[config.mk]
export PLATFORM = sky130hd
export DESIGN_NAME = zsom_spread
export DESIGN_NICKNAME = d
export VERILOG_FILES = /design/src/hw/rtl/zsom_pkg.sv /design/src/hw/rtl/zsom_spread.sv
export SDC_FILE = /design/constraint.sdc
export NUM_CORES = 2
export LEC_CHECK = 0
export ABC_AREA = 1
export BUFFER_PORTS_ARGS = -buffer_cell sky130_fd_sc_hd__buf_2
export CELL_PAD_IN_SITES_DETAIL_PLACEMENT = 0
export CELL_PAD_IN_SITES_GLOBAL_PLACEMENT = 1
export CORE_UTILIZATION = 53
export CTS_BUF_LIST = sky130_fd_sc_hd__clkbuf_8
export DETAILED_ROUTE_END_ITERATION = 10
export HOLD_SLACK_MARGIN = 0.15
export PLACE_DENSITY_LB_ADDON = 0.1
export SLEW_MARGIN = 20
export SYNTH_ARGS = -nofsm -noshare
export SYNTH_HDL_FRONTEND = slang
export SYNTH_SLANG_ARGS = --single-unit
[constraint.sdc]
create_clock -name i_clk -period 17 [get_ports i_clk]
set_input_delay 3.4 -clock i_clk [delete_from_list [all_inputs] [get_ports i_clk]]
set_output_delay 3.4 -clock i_clk [all_outputs]
set_load 0.1 [all_outputs]
[src/hw/rtl/zsom_pkg.sv]
// zsom_pkg: widths, constants and inter-stage structs for the z-score outlier mean.
// No dependencies; imported by every module of the block.
`timescale 1ns / 1ps

package zsom_pkg;

    // Sensor count and field widths
    localparam int SENSORS   = 3;
    localparam int RW        = 16;               // reading width
    localparam int TW        = 10;               // threshold width, Q2.8
    localparam int CW        = 2;                // kept count width
    localparam int SW        = RW + 2;           // sum of three readings
    localparam int DW        = RW + 2;           // D = 3*r - S
    localparam int MW        = DW - 1;           // |D|
    localparam int SQW       = 2 * MW;           // D^2
    localparam int VW        = SQW + 2;          // sum of D^2, also 3*D^2
    localparam int TSQW      = 2 * TW;           // threshold^2
    localparam int VLOW      = VW / 2;           // low half of V for split product
    localparam int VHIW      = VW - VLOW;        // high half of V
    localparam int PPW       = TSQW + VLOW;      // partial product width
    localparam int FRAC      = 16;               // 65536 scale on the left side
    localparam int RHSW      = TSQW + VW;        // threshold^2 * V
    localparam int KMW       = SW - 1;           // magnitude of the kept sum

    // Divide by three: q = (m * RECIP3) >> RECIP_SH, exact for m < 2^17
    localparam int              RECIP_SH = KMW + 1;
    localparam logic [KMW-1:0]  RECIP3   = KMW'(((1 << RECIP_SH) + 2) / 3);
    localparam int              QPW      = 2 * KMW;

    localparam logic [TW-1:0]   THRESHOLD_RESET = TW'(333);

    typedef logic [SENSORS-1:0][RW-1:0] t_readings;

    // Spread stage output: per-reading left sides and the variance term
    typedef struct packed {
        logic                          valid;
        t_readings                     r;
        logic [SENSORS-1:0][VW-1:0]    lhs;
        logic [VW-1:0]                 v;
        logic [TSQW-1:0]               tsq;
    } t_spread;

    // Test stage output: readings and the rejection mask
    typedef struct packed {
        logic                  valid;
        t_readings             r;
        logic [SENSORS-1:0]    mask;
    } t_verdict;

    // Final result
    typedef struct packed {
        logic                  valid;
        logic [RW-1:0]         mean;
        logic [CW-1:0]         kept;
        logic [SENSORS-1:0]    mask;
        logic                  none;
    } t_result;

endpackage

[src/hw/rtl/zsom_spread.sv]
// zsom_spread: stages 1-3, deviations D, their squares and the variance sum V.
// Depends on zsom_pkg.
`timescale 1ns / 1ps

module zsom_spread (
    input  logic                  i_clk,
    input  logic                  i_rst_n,
    input  logic                  i_valid,
    input  zsom_pkg::t_readings   i_readings,
    input  logic [zsom_pkg::TW-1:0] i_threshold,
    output zsom_pkg::t_spread     o_spread
);
    import zsom_pkg::*;

    logic                         r_s1_valid;
    t_readings                    r_s1_r;
    logic [SENSORS-1:0][DW-1:0]   r_s1_d;
    logic [TSQW-1:0]              r_s1_tsq;
    logic [SENSORS-1:0][DW-1:0]   n_s1_d;
    logic [SW-1:0]                n_sum;

    logic                         r_s2_valid;
    t_readings                    r_s2_r;
    logic [SENSORS-1:0][SQW-1:0]  r_s2_dsq;
    logic [TSQW-1:0]              r_s2_tsq;
    logic [SENSORS-1:0][SQW-1:0]  n_s2_dsq;
    logic [SENSORS-1:0][DW-1:0]   n_neg_d;
    logic [SENSORS-1:0][MW-1:0]   n_mag;

    t_spread                      r_s3;
    t_spread                      n_s3;

    // Stage 1: sum and deviations 3*r - S
    always_comb begin
        n_sum = '0;
        for (int i = 0; i < SENSORS; i++) begin
            n_sum = n_sum + {{(SW-RW){i_readings[i][RW-1]}}, i_readings[i]};
        end
        for (int i = 0; i < SENSORS; i++) begin
            n_s1_d[i] = {{(DW-RW-1){i_readings[i][RW-1]}}, i_readings[i], 1'b0}
                      + {{(DW-RW){i_readings[i][RW-1]}}, i_readings[i]}
                      - n_sum;
        end
    end

    always_ff @(posedge i_clk) begin
        if (!i_rst_n) begin
            r_s1_valid <= 1'b0;
        end else begin
            r_s1_valid <= i_valid;
        end
        r_s1_r   <= i_readings;
        r_s1_d   <= n_s1_d;
        r_s1_tsq <= TSQW'(i_threshold) * TSQW'(i_threshold);
    end

    // Stage 2: square of each |D|
    always_comb begin
        for (int i = 0; i < SENSORS; i++) begin
            n_neg_d[i]  = -r_s1_d[i];
            n_mag[i]    = r_s1_d[i][DW-1] ? n_neg_d[i][MW-1:0] : r_s1_d[i][MW-1:0];
            n_s2_dsq[i] = SQW'(n_mag[i]) * SQW'(n_mag[i]);
        end
    end

    always_ff @(posedge i_clk) begin
        if (!i_rst_n) begin
            r_s2_valid <= 1'b0;
        end else begin
            r_s2_valid <= r_s1_valid;
        end
        r_s2_r   <= r_s1_r;
        r_s2_dsq <= n_s2_dsq;
        r_s2_tsq <= r_s1_tsq;
    end

    // Stage 3: V = sum of D^2, left side 3*D^2
    always_comb begin
        n_s3       = '0;
        n_s3.valid = r_s2_valid;
        n_s3.r     = r_s2_r;
        n_s3.tsq   = r_s2_tsq;
        for (int i = 0; i < SENSORS; i++) begin
            n_s3.v      = n_s3.v + VW'(r_s2_dsq[i]);
            n_s3.lhs[i] = VW'({r_s2_dsq[i], 1'b0}) + VW'(r_s2_dsq[i]);
        end
    end

    always_ff @(posedge i_clk) begin
        if (!i_rst_n) begin
            r_s3.valid <= 1'b0;
        end else begin
            r_s3 <= n_s3;
        end
    end

    assign o_spread = r_s3;

endmodule

### Word-level counts from Yosys, hierarchy flattened

Cells that the tools add are included.
W data, S select, Z words.

| storage, ports and cells | value |
|---|---|
| bits of input ports | 61 |
| word-level logic and storage cells | 48 |
| register bits after elaboration | 507 |

| operators by class | value |
|---|---|
| multiply operators | 4 |
| muxes and demuxes | 3 |
| add/subtract/negate cells | 16 |

Operator list:

| kind | count |
|---|---|
| $add A35 B34 Y36 | 4 |
| $mul A17 B17 Y34 | 3 |
| $add A17 B16 Y18 | 4 |
| $sub A18 B18 Y18 | 3 |
| $mux W17 | 3 |
| $neg A17 Y17 | 3 |
| $add A34 B34 Y35 | 1 |
| $mul A10 B10 Y20 | 1 |
| $add A16 B16 Y17 | 1 |

### Longest topological paths before layout

| logic depth | value |
|---|---|
| depth in word-level cells | 3 |
| gate-level depth with buffers | 36 |
| mapped depth without buffers | 34 |

### Least setup slack after synthesis

Ideal clock, no wire load.

| path | value |
|---|---|
| path kind | input-to-reg |
| start point | input i_threshold[6] (netlist name) |
| end point | register r_s1_tsq[16] |
| path slack | 9.476 ns |
| data arrival time | 7.452 ns |
| library setup time | 0.072 ns |
| buffers on the path | 1 |
| stages | 17 |
| path through | clkbuf_1 -> nand2_1 -> inv_1 -> fa_1 -> inv_1 -> fa_1 -> inv_1 -> fa_1 -> fa_1 -> fa_1 -> ha_1 -> nand2_1 -> inv_1 -> nand2_1 -> or2_2 -> o21ai_0 -> xor2_1 |

| between the ends | value |
|---|---|
| longest elaborated chain between the ends | 1 |

Ends and longest elaborated chain:

| item | line | RTL |
|---|---|---|
| start: declaration | zsom_spread.sv:10 | `input logic [zsom_pkg::TW-1:0] i_threshold,` |
| $mul A10 B10 Y20 | zsom_spread.sv:54 | `r_s1_tsq <= TSQW'(i_threshold) * TSQW'(i_threshold);` |
| end signal: assignment | zsom_spread.sv:54 |  |
| end: declaration | zsom_spread.sv:18 | `logic [TSQW-1:0] r_s1_tsq;` |

No other way between the ends.
A chain may end at the register's enable or synchronous reset.

==> impl_metrics.tcl <==
set metrics [dict create \
    synth_compound_area_frac 0.06415 \
    fin_setup_tns_ps 0 \
    drive_above_1_share 0.07003 \
    grtUsageTotal 0.2879 \
    hold-path-cell-count 0 \
    cts_resized 0 \
    layout_commonest_cell "inv_1" \
    place_congestion 0.9534 \
    slowest_delay_ps 520 \
    synth_simple_gate_area_share 0.1827 \
    slew_headroom 0.3207 \
    dr.pass1.iters 6 \
    rsz0062_at_grt "false" \
    cp_max_fo 16 \
    initial_core_util 0.5366 \
    grt_pass1_vias 43420 \
    status "completed" \
    place_ws_ps 9161 \
    yosysWarningCount 0 \
    layout_common_cells "inv_1 (1398), nand2_1 (1397), fa_1 (719), nor2_1 (636), ha_1 (565)" \
    finalHoldViolCount 0 \
    drt_wl_total_um 145600 \
    synth-seq-cells 498 \
    grt_max_degree 81 \
    r2r_cells 31 \
    ys_seq_area_frac 0.2201 \
    dpl.cell_count 8187 \
    max-clock-path-buffers 3 \
    post_drt_wl_per_cell_um 17.43 \
    rows 117 \
    area_growth_pct 9.029 \
    critPathTopFamily "adder cells" \
    tightestPinTransition_ps 1014 \
    cpMostUsedCell "nor2_1" \
    layout.nets 8254 \
    ff_latch_area_um2 12050 \
    avgSynthCellArea_um2 8.322 \
    ios 274 \
    antenna_found_initial 2 \
    synth_fa_ha_area_frac 0.3920 \
    end_kind "register" \
    fin_worst_skew_ps 47.11 \
    fmax_mhz 129.6 \
    crit_buf_inv 7 \
    netlist-cell-type-count 46 \
    synth_top_family_by_area "adder cells" \
    worstSetupStartpointType "register" \
    cts_tree "built" \
    final.setup.worst_slack_ps 9283 \
    slowest_stage "nand2_1" \
    die_area_um2 104600 \
    cts_buffers 88 \
    slew_violations 0 \
    clk_pin_slew_ps 60 \
    viasPerCell 5.114 \
    grt_first_pass_wirelength_um 233100 \
    cts_sinks 498 \
    die_w_um 323.4 \
    maxCapViolCount 0 \
    hp-class "register to register" \
    fillerInstances 9452 \
    numPortBuffers 272 \
    ctsHoldBuffers 0 \
    multi_input_area_um2 37230 \
    synth-xor-area-share 0.04045 \
    critPathKind "register to register" \
    cp_data_arrival_time_ps 8370 \
    worstPathRequired_ps 17650 \
    setup_viol_count_final 0 \
    synthCells 6579 \
    cts_root_buf "clkbuf_8" \
    num_vias 42710 \
    ant_nets 0 \
    drc 0 \
    synth_mux_area_frac 0 \
    place_hpwl_um 124700 \
    die_h_um 323.4 \
    synthesis.area_um2 54750 \
    post_cts_buffers 0 \
    drtIter0Drc 2595 \
    final_cells 8352 \
    clk_latency_ps 770 \
    cp.depth 31 \
    fin_crit_ps 7717 \
    fin_crit_sh 0.4539 \
    htreeDepth 3 \
    grt_overflow 0 \
    core-area_um2 102000 \
]
path summary, 6_finish.rpt:
check / from / end / slack [ps]
worst max-delay path: r_s1_d[18] / r_s2_dsq[65] / 9280
worst min-delay path: r_s1_r[4] / n_s3[168] / 300
worst max register to register: r_s1_d[18] / r_s2_dsq[65] / 9280
worst min register to register: r_s1_r[4] / n_s3[168] / 300
per-stage QoR:
stage	hold slack (ps)	utilization	instance area [um^2]
final	303.3	0.5851	59700
after detailed placement	312.1	0.5659	57740
after global placement	309.5	0.5659	57740
after global routing	328.8	0.5851	59700
after CTS	321.6	0.5850	59690
after floorplan	309.6	-	54780
synthesized netlist by cell type, drive strengths merged:
| library cell | count | area share |
|---|---|---|
| conb | 1 | 0.000068 |
| xor2 | 183 | 0.030 |
| a21o | 53 | 0.0073 |
| clkinv | 8 | 0.00055 |
| o21ai | 188 | 0.018 |
| o21a | 9 | 0.0012 |
| inv | 1382 | 0.095 |
| buf | 30 | 0.0032 |
| ha | 565 | 0.13 |
| o21bai | 27 | 0.0037 |
| nor2 | 643 | 0.045 |
| o211ai | 14 | 0.0019 |
| a21oi | 334 | 0.031 |
| a31oi | 7 | 0.00080 |
| and3 | 6 | 0.00069 |
| nand4 | 38 | 0.0043 |
| nand3b | 26 | 0.0036 |
| clkbuf | 29 | 0.0020 |
| nor3 | 72 | 0.0066 |
| edfxtp | 208 | 0.11 |
| xnor2 | 60 | 0.010 |
| a21boi | 7 | 0.00096 |
| fa | 719 | 0.26 |
| or3 | 2 | 0.00023 |
| and2 | 7 | 0.00080 |
| nand2 | 1405 | 0.097 |
| nand3 | 240 | 0.022 |
| nor4 | 4 | 0.00046 |
| dfxtp | 290 | 0.11 |
| or2 | 22 | 0.0025 |
layer usage:
layer,wire length (um),vias to the layer above,global-route usage,share of wire
li1,-,21020,-,-
met1,66570,20290,0.3985,0.46
met2,65780,1195,0.4660,0.45
met3,8607,211,0.03763,0.059
met4,4644,0,0.09563,0.032
met5,0,-,0,0
cell families (layout without fill, tap and decap cells):
group                    count (synthesis)  after routing
XOR/XNOR                               243            243
adder cells (fa/ha/maj)               1284           1284
flip-flops                             498            498
AND/OR/NAND/NOR                       2465           2465
buffers and inverters                 1449           1847
other                                    1              8
AO/OA/AOI/OAI                          639            639
cell type report:
type / count / area share
Antenna cell: 1 / 0.00004192
Clock buffer: 101 / 0.02329
Clock inverter: 63 / 0.009411
Inverter: 1390 / 0.08744
Multi-Input combinational cell: 4638 / 0.6237
Sequential cell: 498 / 0.2019
Tap cell: 1368 / 0.02867
Timing Repair Buffer: 293 / 0.02561
state kept, by name (all words and copies together), names as in the netlist:
signal      flops
r_s1_r         48
r_s2_dsq       99
r_s2_valid      1
n_s3           48
r_s1_d         54
r_s2_tsq       19
r_s1_tsq       19
o_spread      209
r_s1_valid      1
Power is not shown: default switching activity piles up to over one toggle a cycle in this logic, so the estimate is an artifact.
