File: config.mk
export PLATFORM = sky130hd
export DESIGN_NAME = zsom_mean
export DESIGN_NICKNAME = d
export VERILOG_FILES = /design/src/hw/rtl/zsom_pkg.sv /design/src/hw/rtl/zsom_mean.sv
export SDC_FILE = /design/constraint.sdc
export NUM_CORES = 1
export LEC_CHECK = 0
export BUFFER_PORTS_ARGS = -buffer_cell sky130_fd_sc_hd__buf_2
export CORE_ASPECT_RATIO = 0.7
export CORE_MARGIN = 4
export CORE_UTILIZATION = 45
export CTS_BUF_LIST = sky130_fd_sc_hd__clkbuf_4 sky130_fd_sc_hd__clkbuf_8
export CTS_CLUSTER_DIAMETER = 40
export DETAILED_ROUTE_END_ITERATION = 10
export MAX_ROUTING_LAYER = met4
export PLACE_DENSITY = 0.72
export SYNTH_ARGS = -nofsm -noshare
export SYNTH_HDL_FRONTEND = slang
export SYNTH_SLANG_ARGS = --single-unit
File: constraint.sdc
create_clock -name i_clk -period 8.9 [get_ports i_clk]
set_input_delay 1.335 -clock i_clk [delete_from_list [all_inputs] [get_ports i_clk]]
set_output_delay 1.335 -clock i_clk [all_outputs]
set_load 0.01 [all_outputs]
File: src/hw/rtl/zsom_pkg.sv
// zsom_pkg: widths, constants and inter-stage structs for the z-score outlier mean.
// No dependencies; imported by every module of the block.
`timescale 1ns / 1ps

package zsom_pkg;

    // Sensor count and field widths
    localparam int SENSORS   = 3;
    localparam int RW        = 16;               // reading width
    localparam int TW        = 10;               // threshold width, Q2.8
    localparam int CW        = 2;                // kept count width
    localparam int SW        = RW + 2;           // sum of three readings
    localparam int DW        = RW + 2;           // D = 3*r - S
    localparam int MW        = DW - 1;           // |D|
    localparam int SQW       = 2 * MW;           // D^2
    localparam int VW        = SQW + 2;          // sum of D^2, also 3*D^2
    localparam int TSQW      = 2 * TW;           // threshold^2
    localparam int VLOW      = VW / 2;           // low half of V for split product
    localparam int VHIW      = VW - VLOW;        // high half of V
    localparam int PPW       = TSQW + VLOW;      // partial product width
    localparam int FRAC      = 16;               // 65536 scale on the left side
    localparam int RHSW      = TSQW + VW;        // threshold^2 * V
    localparam int KMW       = SW - 1;           // magnitude of the kept sum

    // Divide by three: q = (m * RECIP3) >> RECIP_SH, exact for m < 2^17
    localparam int              RECIP_SH = KMW + 1;
    localparam logic [KMW-1:0]  RECIP3   = KMW'(((1 << RECIP_SH) + 2) / 3);
    localparam int              QPW      = 2 * KMW;

    localparam logic [TW-1:0]   THRESHOLD_RESET = TW'(333);

    typedef logic [SENSORS-1:0][RW-1:0] t_readings;

    // Spread stage output: per-reading left sides and the variance term
    typedef struct packed {
        logic                          valid;
        t_readings                     r;
        logic [SENSORS-1:0][VW-1:0]    lhs;
        logic [VW-1:0]                 v;
        logic [TSQW-1:0]               tsq;
    } t_spread;

    // Test stage output: readings and the rejection mask
    typedef struct packed {
        logic                  valid;
        t_readings             r;
        logic [SENSORS-1:0]    mask;
    } t_verdict;

    // Final result
    typedef struct packed {
        logic                  valid;
        logic [RW-1:0]         mean;
        logic [CW-1:0]         kept;
        logic [SENSORS-1:0]    mask;
        logic                  none;
    } t_result;

endpackage

File: src/hw/rtl/zsom_mean.sv
// zsom_mean: stages 6-8, sum of kept readings, divide by the kept count with
// truncation toward zero, result register. Depends on zsom_pkg.
`timescale 1ns / 1ps

module zsom_mean (
    input  logic                i_clk,
    input  logic                i_rst_n,
    input  zsom_pkg::t_verdict  i_verdict,
    output zsom_pkg::t_result   o_result
);
    import zsom_pkg::*;

    logic [SW-1:0]       n_sum;
    logic [SW-1:0]       n_neg_sum;
    logic [CW-1:0]       n_cnt;

    logic                r_s6_valid;
    logic [KMW-1:0]      r_s6_mag;
    logic                r_s6_neg;
    logic [CW-1:0]       r_s6_cnt;
    logic [SENSORS-1:0]  r_s6_mask;

    logic [QPW-1:0]      n_prod;
    logic [RW-1:0]       n_q;

    logic                r_s7_valid;
    logic [RW-1:0]       r_s7_q;
    logic                r_s7_neg;
    logic [CW-1:0]       r_s7_cnt;
    logic [SENSORS-1:0]  r_s7_mask;

    t_result             r_out;

    // Stage 6: kept sum as sign and magnitude, kept count
    always_comb begin
        n_sum = '0;
        n_cnt = '0;
        for (int i = 0; i < SENSORS; i++) begin
            if (!i_verdict.mask[i]) begin
                n_sum = n_sum + {{(SW-RW){i_verdict.r[i][RW-1]}}, i_verdict.r[i]};
                n_cnt = n_cnt + CW'(1);
            end
        end
        n_neg_sum = -n_sum;
    end

    always_ff @(posedge i_clk) begin
        if (!i_rst_n) begin
            r_s6_valid <= 1'b0;
        end else begin
            r_s6_valid <= i_verdict.valid;
        end
        r_s6_mag  <= n_sum[SW-1] ? n_neg_sum[KMW-1:0] : n_sum[KMW-1:0];
        r_s6_neg  <= n_sum[SW-1];
        r_s6_cnt  <= n_cnt;
        r_s6_mask <= i_verdict.mask;
    end

    // Stage 7: unsigned quotient; divide by three via reciprocal multiply
    always_comb begin
        n_prod = QPW'(r_s6_mag) * QPW'(RECIP3);
        case (r_s6_cnt)
            2'd3:    n_q = n_prod[RECIP_SH +: RW];
            2'd2:    n_q = r_s6_mag[RW:1];
            2'd1:    n_q = r_s6_mag[RW-1:0];
            default: n_q = '0;
        endcase
    end

    always_ff @(posedge i_clk) begin
        if (!i_rst_n) begin
            r_s7_valid <= 1'b0;
        end else begin
            r_s7_valid <= r_s6_valid;
        end
        r_s7_q    <= n_q;
        r_s7_neg  <= r_s6_neg;
        r_s7_cnt  <= r_s6_cnt;
        r_s7_mask <= r_s6_mask;
    end

    // Stage 8: restore sign, result register
    always_ff @(posedge i_clk) begin
        if (!i_rst_n) begin
            r_out.valid <= 1'b0;
        end else begin
            r_out.valid <= r_s7_valid;
            r_out.mean  <= r_s7_neg ? -r_s7_q : r_s7_q;
            r_out.kept  <= r_s7_cnt;
            r_out.mask  <= r_s7_mask;
            r_out.none  <= (r_s7_cnt == '0);
        end
    end

    assign o_result = r_out;

endmodule

# == Yosys cells after proc, flatten, opt, wreduce, memory -nomap -nowiden ==
# Index checks and enable logic that the tools add are counted.
# op_classes
reduce_logical,1
n_eq_ne,3
shift,0
addsub,6
bitwise_logic,0
n_mux,9
order_cmp,0
div,0
n_mul,1
# op_table
operator,count
$mux W18,3
$pmux W16 S3,1
$add A18 B18 Y18,2
$mul A17 B16 Y33 const B,1
$mux W17,1
$neg A17 Y17,1
$mux W16,1
$neg A16 Y16,1
$add A2 B1 Y2 const B,2
$eq A2 B2 Y1 const B,2
$mux W2,2
$eq A2 B1 Y1 const B,1
$logic_not A2 Y1,1
$mux W1,1
# totals
mem_bits_rw,0
mem_bits_ro,0
regBits,70
mem_count,0
latchBits,0

# == Depth between registers and ports, before layout ==
# Gate-level depths: netlist of the first run.
# depth
ltp_word,7
depth_mapped,22
ltp_nobuf,22

# == Worst setup path before layout of the first run ==
# OpenSTA, ideal clock, no wires.
# synth_timing
kind,reg-to-reg
from,register r_s6_mag[1]
to,register r_s7_q[11]
path_stages_with_launch,23
path_slack_ns,3.287
t_arrival_ns,5.496
t_required_ns,8.783
cell_sequence,dfxtp_1 ha_1 xor2_1 ha_1 inv_1 fa_1 inv_1 fa_1 fa_1 inv_1 fa_1 inv_1 ha_1 a211oi_1 o211ai_1 o2111ai_1 a22oi_1 a31oi_1 a21oi_1 a21o_1 xor2_1 mux2_2 a22o_1
# synth_via
elab_chain_cells,2
# synth_rtl
element,line,rtl
start: declaration,zsom_mean.sv:18,logic [KMW-1:0] r_s6_mag;
start signal: assignment,zsom_mean.sv:53,r_s6_mag <= n_sum[SW-1] ? n_neg_sum[KMW-1:0] : n_sum[KMW-1:0];
$mul A17 B16 Y33,zsom_mean.sv:61,n_prod = QPW'(r_s6_mag) * QPW'(RECIP3);
$pmux W16 S3,zsom_mean.sv:62,case (r_s6_cnt)
via n_q[11],zsom_mean.sv:24,logic [RW-1:0] n_q;
end signal: assignment,zsom_mean.sv:76,r_s7_q <= n_q;
end: declaration,zsom_mean.sv:27,logic [RW-1:0] r_s7_q;
# The timed path passes the listed nets, and every way through them passes these cells.
# A chain may end at the register's enable or synchronous reset.

# == Worst setup path in the final report of the first run ==
# layout_timing
from,input port i_verdict[0] (netlist bit)
to,register r_s6_mag[7]
# layout_via
word_cells_on_any_way,7
cone_classes,add/sub (3); mux (4)
# layout_lines
element,line,rtl
start: declaration,zsom_mean.sv:8,"input zsom_pkg::t_verdict i_verdict,"
$mux W18 *,zsom_mean.sv:39,if (!i_verdict.mask[i]) begin
$add A18 B18 Y18,zsom_mean.sv:40,"n_sum = n_sum + {{(SW-RW){i_verdict.r[i][RW-1]}}, i_verdict.r[i]};"
$mux W18 *,zsom_mean.sv:39,
$add A18 B18 Y18,zsom_mean.sv:40,
$mux W18 *,zsom_mean.sv:39,
via n_sum[17],zsom_mean.sv:13,logic [SW-1:0] n_sum;
$mux W17 *,zsom_mean.sv:53,
# Mark *: on every way through the listed nets, which the timed path passes. The rest lies on a longest branch.

==> results of run 1 <==
## layer usage
metal / wire, microns / share of wire [%] / vias to the layer above / global-route usage [%]
li1: - / - / 3656 / -
met1: 11340 / 48 / 3606 / 30.40
met2: 9657 / 41 / 262 / 30.81
met3: 2260 / 9.6 / 19 / 4.904
met4: 235 / 1.0 / 0 / 3.088
met5: 0 / 0 / - / -
## logic make-up (layout without fill, tap and decap cells)
logic type / Yosys count / after routing / synth area share [%]
XOR/XNOR: 66 / 66 / 6.135
adder cells (fa/ha/maj): 257 / 257 / 40.69
flip-flops: 70 / 70 / 16.99
multiplexers: 19 / 19 / 2.124
AO/OA/AOI/OAI: 196 / 196 / 14.17
buffers and inverters: 239 / 315 / 9.478
AND/OR/NAND/NOR: 202 / 202 / 10.41
## placed cells by master (no fill, tap or decap), types with 36 or more instances in the layout
master   instances
xnor2_1         44
ha_1           168
a21oi_1         46
buf_2           76
inv_1          221
nand2_1         56
o21ai_0         36
nor2_1          48
fa_1            89
dfxtp_1         48
## sequential cells by signal, indices dropped and copies added, names as in the netlist
name and cells:
r_s7_mask 3, r_s7_valid 1, r_s7_q 16, o_result 23, r_s6_mag 17, r_s6_cnt 2, r_s6_valid 1, r_s7_neg 1
r_s6_neg 1, r_s7_cnt 2, r_s6_mask 3
## worst max-delay path by stage
stage,from,end,slack (ps),cells after the start
2_1_floorplan,r_s6_mag[1],r_s7_q[11],3290,22
3_3_place_gp,i_verdict[0],r_s6_mag[15],2210,22
3_5_place_dp,i_verdict[0],r_s6_mag[7],2260,23
4_1_cts,i_verdict[0],r_s6_mag[7],2600,23
5_1_grt,i_verdict[0],r_s6_mag[7],2100,23
6_report,i_verdict[0],r_s6_mag[7],2490,23
## per-stage QoR
stage / cells / setup WS [ps] / cell area, sq um / hold slack [ps] / util, %
6_report: 1401 / 2493 / 10370 / 333.6 / 49.85
5_1_grt: 1401 / 2100 / 10370 / 341.1 / 49.85
4_1_cts: 1401 / 2595 / 10370 / 332.2 / 49.85
3_5_place_dp: 1385 / 2262 / 10200 / 312.8 / 49.03
3_3_place_gp: 1385 / 2210 / 10200 / 310.9 / 49.03
2_1_floorplan: 1049 / 3287 / 9544 / 309.6 / -
## synthesized netlist by cell type (8+ instances only)
library cell / number / area (sq um)
inv_1: 221 / 829.6
ha_1: 168 / 2102
fa_1: 89 / 1782
nand2_1: 56 / 210.2
dfxtp_1: 48 / 960.9
nor2_1: 48 / 180.2
a21oi_1: 46 / 230.2
xnor2_1: 44 / 385.4
o21ai_0: 36 / 180.2
edfxtp_1: 22 / 660.6
nor2b_1: 22 / 137.6
xor2_1: 21 / 183.9
nor3_1: 16 / 80.08
clkbuf_1: 13 / 48.80
a21o_1: 12 / 90.09
nand3_1: 11 / 55.05
mux2_2: 10 / 112.6
nand2b_1: 10 / 62.56
o31ai_1: 10 / 75.07
mux2i_1: 9 / 90.09
a22o_1: 8 / 70.07
a22oi_1: 8 / 60.06
## area by class of cell
type / count / area, sq um / area share (%)
Clock buffer: 9 / 123.9 / 1.194
Sequential cell: 70 / 1622 / 15.63
Clock inverter: 7 / 47.55 / 0.4583
Timing Repair Buffer: 76 / 380.4 / 3.667
Inverter: 223 / 837.1 / 8.069
Multi-Input combinational cell: 740 / 7018 / 67.65
Tap cell: 276 / 345.3 / 3.329
## critical path, stage by stage
cell and delay (ps):
buf_2 300, inv_1 240, nand2_1 160, inv_1 70, ha_1 290, a211oi_2 300
o21ai_2 160, a41o_1 330, o31ai_1 260, xor2_1 240, o21ai_0 140, ha_1 340
inv_1 60, or2_2 310, nand3b_1 200, a21boi_0 340, o211ai_1 130, a32oi_1 240
mux2i_1 150, xnor2_2 600, inv_2 200, nand2_1 130, xnor2_1 130
==> flow_metrics.env, run 1 <==
export IMPL_outcome="complete, no violations"
export IMPL_viasPerCell=5.384
export IMPL_port_buffers=76
export IMPL_cp_required_ps=9180
export IMPL_initial_core_util_pct=45.86
export IMPL_hold_start="r_s6_mask[1]"
export IMPL_nFillCells=1988
export IMPL_drive_gt1_share_pct=10.04
export IMPL_clock_skew_final_ps=13.45
export IMPL_cts_hold_buf=0
export IMPL_diodes=0
export IMPL_root_buffer="clkbuf_8"
export IMPL_worstSetupPathType="primary input to flip-flop"
export IMPL_slew_headroom_pct=37.77
export IMPL_mappedNetlistNets=1360
export IMPL_clock_sinks=70
export IMPL_post_cts_buffers=0
export IMPL_fin_nets=1431
export IMPL_ys_ff_latch=70
export IMPL_route_detailed_wl_per_inst_microns=16.77
export IMPL_arrival_ps=6680
export IMPL_drc_errors=0
export IMPL_synthesis_area_sq_um=9544
export IMPL_ios=77
export IMPL_post_route_period_util_pct=71.98
export IMPL_clk_pin_slew_ps=80
export IMPL_ys_seq_area_share_pct=16.99
export IMPL_fmax_ghz=0.1561
export IMPL_cts_tree="done"
export IMPL_grtUsageTotal_pct=21.02
export IMPL_hold_end="r_s7_mask[1]"
export IMPL_route_antenna_remaining_nets=0
export IMPL_rr_worst_depth=22
export IMPL_vias=7543
export IMPL_period_needed_ps=6407
export IMPL_ys_warn_count=0
export IMPL_min_path_cells=0
export IMPL_clkLatencyLatePin_ps=370
export IMPL_area_growth_syn_to_layout_pct=8.692
export IMPL_syn_avg_cell_area_sq_um=9.098
export IMPL_finalSetupViolations=0
export IMPL_coreArea_sq_um=20810
export IMPL_rr_endpoint="r_s7_q[11]"
export IMPL_die_h_microns=129.8
export IMPL_worst_slew_pin_slew_ps=931.5
export IMPL_dp_hpwl_microns=20080
export IMPL_synthCells=1049
export IMPL_finalMaxSlewViolations=0
export IMPL_dieArea_sq_um=23640
export IMPL_antenna_found_initial=0
export IMPL_grt_start_max_net_pins=34
export IMPL_r2r_start="r_s6_mag[1]"
export IMPL_hold_viol_final=0
export IMPL_fin_tns_setup_ps=0
export IMPL_grt_pass1_wl_microns=38370
export IMPL_worstPathMaxFanout=17
export IMPL_synthDistinctLibCells=68
export IMPL_place_congestion=0.9603
export IMPL_first_global_vias=7377
export IMPL_ctsResizeCount=0
export IMPL_reg2reg_slack_ps=2600
export IMPL_synth_main_ff_cell="dfxtp_1"
export IMPL_drt_iter0_markers=520
export IMPL_first_pass_iters=5
export IMPL_rsz0062_at_grt="no"
export IMPL_start_kind="primary input"
export IMPL_clock_path_buffers=2
export IMPL_die_w_microns=182.1
export IMPL_postSynth_asyncResetShare_pct=0
export IMPL_grt_overflow_total=0
export IMPL_numCtsBuffers=9
export IMPL_cap_violations=0
export IMPL_synth_edf_count=22
export IMPL_end_kind="flip-flop"
export IMPL_hp_class="flip-flop to flip-flop"
export IMPL_rows=44
export IMPL_wirelength_microns=23490
export IMPL_cts_htree_levels=3
Power of run 1 is not shown: default switching activity piles up to over one toggle a cycle in this logic, so the estimate is an artifact.
==> run 2: changes to the inputs <==
- ABC_AREA: default -> 1
- PLACE_DENSITY: 0.72 -> 0.74
- clock period: 8.9 -> 5.6 ns (I/O delays scaled with it)
==> run 2 against run 1 <==
- synthesized area grew 13%
- routed wire length grew 23%
- clock skew grew 0.54 ps
- critical path depth fell by 5
- register-to-register slack worse by 2400 ps
==> flow_metrics.env, run 2 <==
export IMPL_outcome="complete, no violations"
export IMPL_synthesis_area_sq_um=10770
export IMPL_route_detailed_wl_per_inst_microns=15.29
export IMPL_grt_start_max_net_pins=29
export IMPL_vias=9662
export IMPL_cp_required_ps=5830
export IMPL_area_growth_syn_to_layout_pct=9.216
export IMPL_hp_class="flip-flop to flip-flop"
export IMPL_dp_slack_ps=158.6
export IMPL_final_common_cell="inv_1"
export IMPL_viasPerCell=5.099
export IMPL_root_buffer="clkbuf_8"
export IMPL_worst_slew_pin_slew_ps=583.4
export IMPL_port_buffers=76
export IMPL_dpl_instance_area_sq_um=11500
export IMPL_synth_edf_count=22
export IMPL_cts_tree="done"
export IMPL_worstPathMaxFanout=7
export IMPL_drive_gt1_share_pct=9.512
export IMPL_grt_overflow_total=0
export IMPL_first_pass_iters=5
export IMPL_cap_violations=0
export IMPL_ys_ff_latch=70
export IMPL_clkLatencyLatePin_ps=370
export IMPL_clock_sinks=70
export IMPL_diodes=0
export IMPL_fin_nets=1883
export IMPL_cts_hold_buf=0
export IMPL_initial_core_util_pct=45.66
export IMPL_die_w_microns=192.9
export IMPL_drt_iter0_markers=885
export IMPL_ys_seq_area_share_pct=15.06
export IMPL_drc_errors=0
export IMPL_yosysMostFrequentCell="inv_1"
export IMPL_clock_skew_final_ps=13.99
export IMPL_rsz0062_at_grt="no"
export IMPL_grtUsageTotal_pct=23.28
export IMPL_synthDistinctLibCells=47
export IMPL_fin_tns_setup_ps=0
export IMPL_dieArea_sq_um=26500
export IMPL_mappedNetlistNets=1806
export IMPL_rows=47
export IMPL_coreArea_sq_um=23580
export IMPL_post_route_period_util_pct=95.75
export IMPL_dp_hpwl_microns=25200
export IMPL_synth_top_cell_area_share_pct=19.52
export IMPL_arrival_ps=5590
export IMPL_largest_register_ffs=23
export IMPL_first_global_vias=9093
export IMPL_layout_common_cells="inv_1, nand2_1, ha_1, nor2_1, fa_1"
export IMPL_slew_headroom_pct=61.11
export IMPL_period_needed_ps=5362
export IMPL_design_area_sq_um=11760
export IMPL_yosys_top_cells_area="ha_1, fa_1, inv_1, nand2_1, dfxtp_1"
export IMPL_route_antenna_remaining_nets=0
export IMPL_synth_top_cell_by_area="ha_1"
export IMPL_cts_htree_levels=3
export IMPL_finalMaxSlewViolations=0
export IMPL_synth_main_ff_cell="dfxtp_1"
export IMPL_place_congestion=0.9938
export IMPL_end_kind="flip-flop"
export IMPL_synthCells=1495
export IMPL_hold_ws_ps=328.5
export IMPL_start_kind="flip-flop"
export IMPL_finalSetupViolations=0
export IMPL_hold_viol_final=0
export IMPL_fmax_ghz=0.1865
export IMPL_ys_warn_count=0
export IMPL_wirelength_microns=28970
export IMPL_clock_path_buffers=2
export IMPL_die_h_microns=137.4
export IMPL_postSynth_asyncResetShare_pct=0
export IMPL_grt_pass1_wl_microns=47000
export IMPL_worstSetupPathType="flip-flop to flip-flop"
export IMPL_antenna_found_initial=0
export IMPL_ios=77
export IMPL_fin_ws_ps=237.9
export IMPL_yosys_top_cells_count="inv_1, nand2_1, ha_1"
export IMPL_syn_avg_cell_area_sq_um=7.202
export IMPL_numCtsBuffers=9
export IMPL_clk_pin_slew_ps=80
[run 2: stage by stage]
stage          util, %  instances
6_report         49.86       1895
5_1_grt          49.86       1895
4_1_cts          49.71       1895
3_5_place_dp     48.78       1879
3_3_place_gp     48.78       1879
2_1_floorplan        -       1495
[run 2: final timing paths]
check,start,to,slack (ps),cells past startpoint
min,r_s6_mask[0],r_s7_mask[0],330,0
max,r_s6_mag[4],r_s7_q[3],240,18
min reg2reg,r_s6_mask[0],r_s7_mask[0],330,0
max reg2reg,r_s6_mag[4],r_s7_q[3],240,18
[run 2: what timing repair did]
item	CTS	global route
setup endpoints to repair	0	9
setup buffers	0	0
resized for setup	0	15
[run 2: worst max-delay path, cell delays in order (launching register included)]
cell and delay (ps):
dfxtp_2 370, ha_1 400, fa_1 520, fa_1 520, inv_1 60, fa_1 530
inv_1 60, fa_1 530, inv_1 50, fa_1 530, inv_1 40, ha_1 370
a21o_1 210, a31oi_1 230, o21ai_0 190, inv_1 90, nand2_1 90, o21ai_0 300
o211ai_1 140
[run 2: metal layers]
layer	wire (microns)	GRT usage, %	vias up
li1	-	-	4838
met1	14960	35.65	4463
met2	11070	31.27	344
met3	2744	6.028	17
met4	193	3.048	0
met5	0	-	-
[run 2: kinds of logic after synthesis]
kind of cell,after synthesis,share of synthesized area (%)
XOR/XNOR,35,2.847
AO/OA/AOI/OAI,170,9.146
AND/OR/NAND/NOR,579,23.25
adder cells (fa/ha/maj),257,36.07
flip-flops,70,15.06
buffers and inverters,383,13.53
multiplexers,1,0.09297
[run 2: layout make-up]
| cell class | count | area, sq um |
|---|---|---|
| repair buffers | 80 | 410.4 |
| well taps | 318 | 397.9 |
| fillers | 2336 | 11820 |
| inverters | 369 | 1385 |
| clock inverters | 6 | 86.33 |
| clock buffers | 10 | 131.4 |
| multi-input cells | 1042 | 7714 |
| flip-flops and latches | 70 | 1634 |
Power of run 2 is left out for the same reason.
==> run 3: changes to the inputs <==
- ABC_AREA: 1 -> default
==> run 3 against run 2 <==
- setup slack worse by 190 ps
- non-clock buffer count increased by 71
- clock skew rose by 1.6 ps
- core utilization rose by 5.0 points
- first-iteration DRC count down 25%
- worst hold slack improved by 3.8 ps
- critical path depth rose by 3
- fmax is 3.5% lower
- highest routed layer unchanged
- die area is 11% lower
- sequential cell count stayed put
- register-to-register slack worse by 190 ps
==> flow_metrics.env, run 3 (synthesized netlist as in run 1, its figures left out) <==
export IMPL_ios=77
export IMPL_rows=44
export IMPL_first_pass_iters=6
export IMPL_dp_hpwl_microns=20320
export IMPL_hold_viol_final=0
export IMPL_cap_violations=0
export IMPL_die_h_microns=129.8
export IMPL_clk_pin_slew_ps=90
export IMPL_cts_htree_levels=3
export IMPL_grtUsageTotal_pct=21.32
export IMPL_numCtsBuffers=9
export IMPL_grt_start_max_net_pins=33
export IMPL_worstPathMaxFanout=4
export IMPL_nFillCells=1839
export IMPL_route_antenna_remaining_nets=0
export IMPL_layout_common_cells="inv_1, ha_1, fa_1, buf_2, buf_4"
export IMPL_port_buffers=76
export IMPL_fin_nets=1506
export IMPL_worstSetupPathType="flip-flop to flip-flop"
export IMPL_wirelength_microns=24950
export IMPL_initial_core_util_pct=45.86
export IMPL_clock_sinks=70
export IMPL_drive_gt1_share_pct=20.92
export IMPL_regArea_sq_um=1660
export IMPL_place_congestion=0.9132
export IMPL_die_w_microns=182.1
export IMPL_outcome="complete, no violations"
export IMPL_viasPerCell=5.305
export IMPL_coreArea_sq_um=20810
export IMPL_end_kind="flip-flop"
export IMPL_hp_class="flip-flop to flip-flop"
export IMPL_place_inst=1453
export IMPL_worst_slew_pin_slew_ps=860.0
export IMPL_clock_path_buffers=2
export IMPL_drt_iter0_markers=667
export IMPL_fin_util_pct=54.82
export IMPL_first_global_vias=7867
export IMPL_grt_overflow_total=0
export IMPL_clock_skew_final_ps=15.59
export IMPL_diodes=0
export IMPL_rsz0062_at_grt="yes"
export IMPL_largest_register_ffs=23
export IMPL_finalSetupViolations=0
export IMPL_multi_input_area_sq_um=7405
export IMPL_cts_hold_buf=0
export IMPL_antenna_found_initial=0
export IMPL_layoutNonFillerInstCount=1476
export IMPL_grt_pass1_wl_microns=39560
export IMPL_root_buffer="clkbuf_8"
export IMPL_cp_required_ps=5850
export IMPL_period_needed_ps=5556
export IMPL_cts_tree="done"
export IMPL_area_growth_syn_to_layout_pct=19.53
export IMPL_clkLatencyLatePin_ps=350
export IMPL_vias=7830
export IMPL_route_detailed_wl_per_inst_microns=16.90
export IMPL_finalMaxSlewViolations=0
export IMPL_fmax_ghz=0.1800
export IMPL_slew_headroom_pct=42.55
export IMPL_start_kind="flip-flop"
export IMPL_post_route_period_util_pct=99.22
export IMPL_final_common_cell="inv_1"
export IMPL_dieArea_sq_um=23640
export IMPL_drc_errors=0
export IMPL_arrival_ps=5810
-- run 3: path summary, 6_finish.rpt --
| kind | start | to | slack (ps) | cells after the start |
|---|---|---|---|---|
| worst min-delay path | r_s6_mask[2] | r_s7_mask[2] | 330 | 0 |
| worst max register to register | r_s6_mag[3] | r_s7_q[11] | 40 | 21 |
| worst min register to register | r_s6_mask[2] | r_s7_mask[2] | 330 | 0 |
| worst max-delay path | r_s6_mag[3] | r_s7_q[11] | 40 | 21 |
-- run 3: area by class of cell --
| type | count | area share [%] |
|---|---|---|
| clock buffers | 10 | 1.152 |
| clock inverters | 6 | 0.6142 |
| inverters | 223 | 7.337 |
| multi-input cells | 740 | 64.90 |
| flip-flops and latches | 70 | 14.55 |
| well taps | 276 | 3.027 |
| repair buffers | 151 | 8.412 |
-- run 3: critical path, stage by stage (launching register included) --
cell and delay [ps]:
dfxtp_4 390, ha_4 250, fa_1 500, inv_1 60, fa_1 540, inv_1 60
fa_1 470, fa_1 550, inv_1 50, fa_1 500, inv_2 50, ha_4 270
buf_4 110, o2111ai_1 120, a22oi_2 400, a31oi_4 170, a21oi_2 190, buf_4 140
a21o_1 130, xor2_1 70, mux2_2 260, a22o_1 170
-- run 3: repair_timing --
item	in CTS	in global routing
setup endpoints to repair	9	29
buffers inserted	2	6
pin swaps	4	41
gates resized for setup	13	67
-- run 3: per-stage QoR --
stage	TNS, ps	setup slack [ps]	hold slack [ps]	cell area, sq um
2_1_floorplan	0	36.81	309.6	9549
3_3_place_gp	-2.452	-2.452	311.2	10730
3_5_place_dp	-880.4	-194.7	312.1	10730
4_1_cts	0	3.914	332.3	11040
5_1_grt	-966.3	-172.6	337.4	11410
6_report	0	43.59	332.3	11410
-- run 3: per-layer routing --
metal	up-vias	share of wire, %	GRT usage (%)
met1	3721	48	31.63
met5	-	0	-
met3	25	7.8	2.647
met2	271	43	32.36
met4	0	0.95	2.558
li1	3813	-	-
Power of run 3 is left out for the same reason.
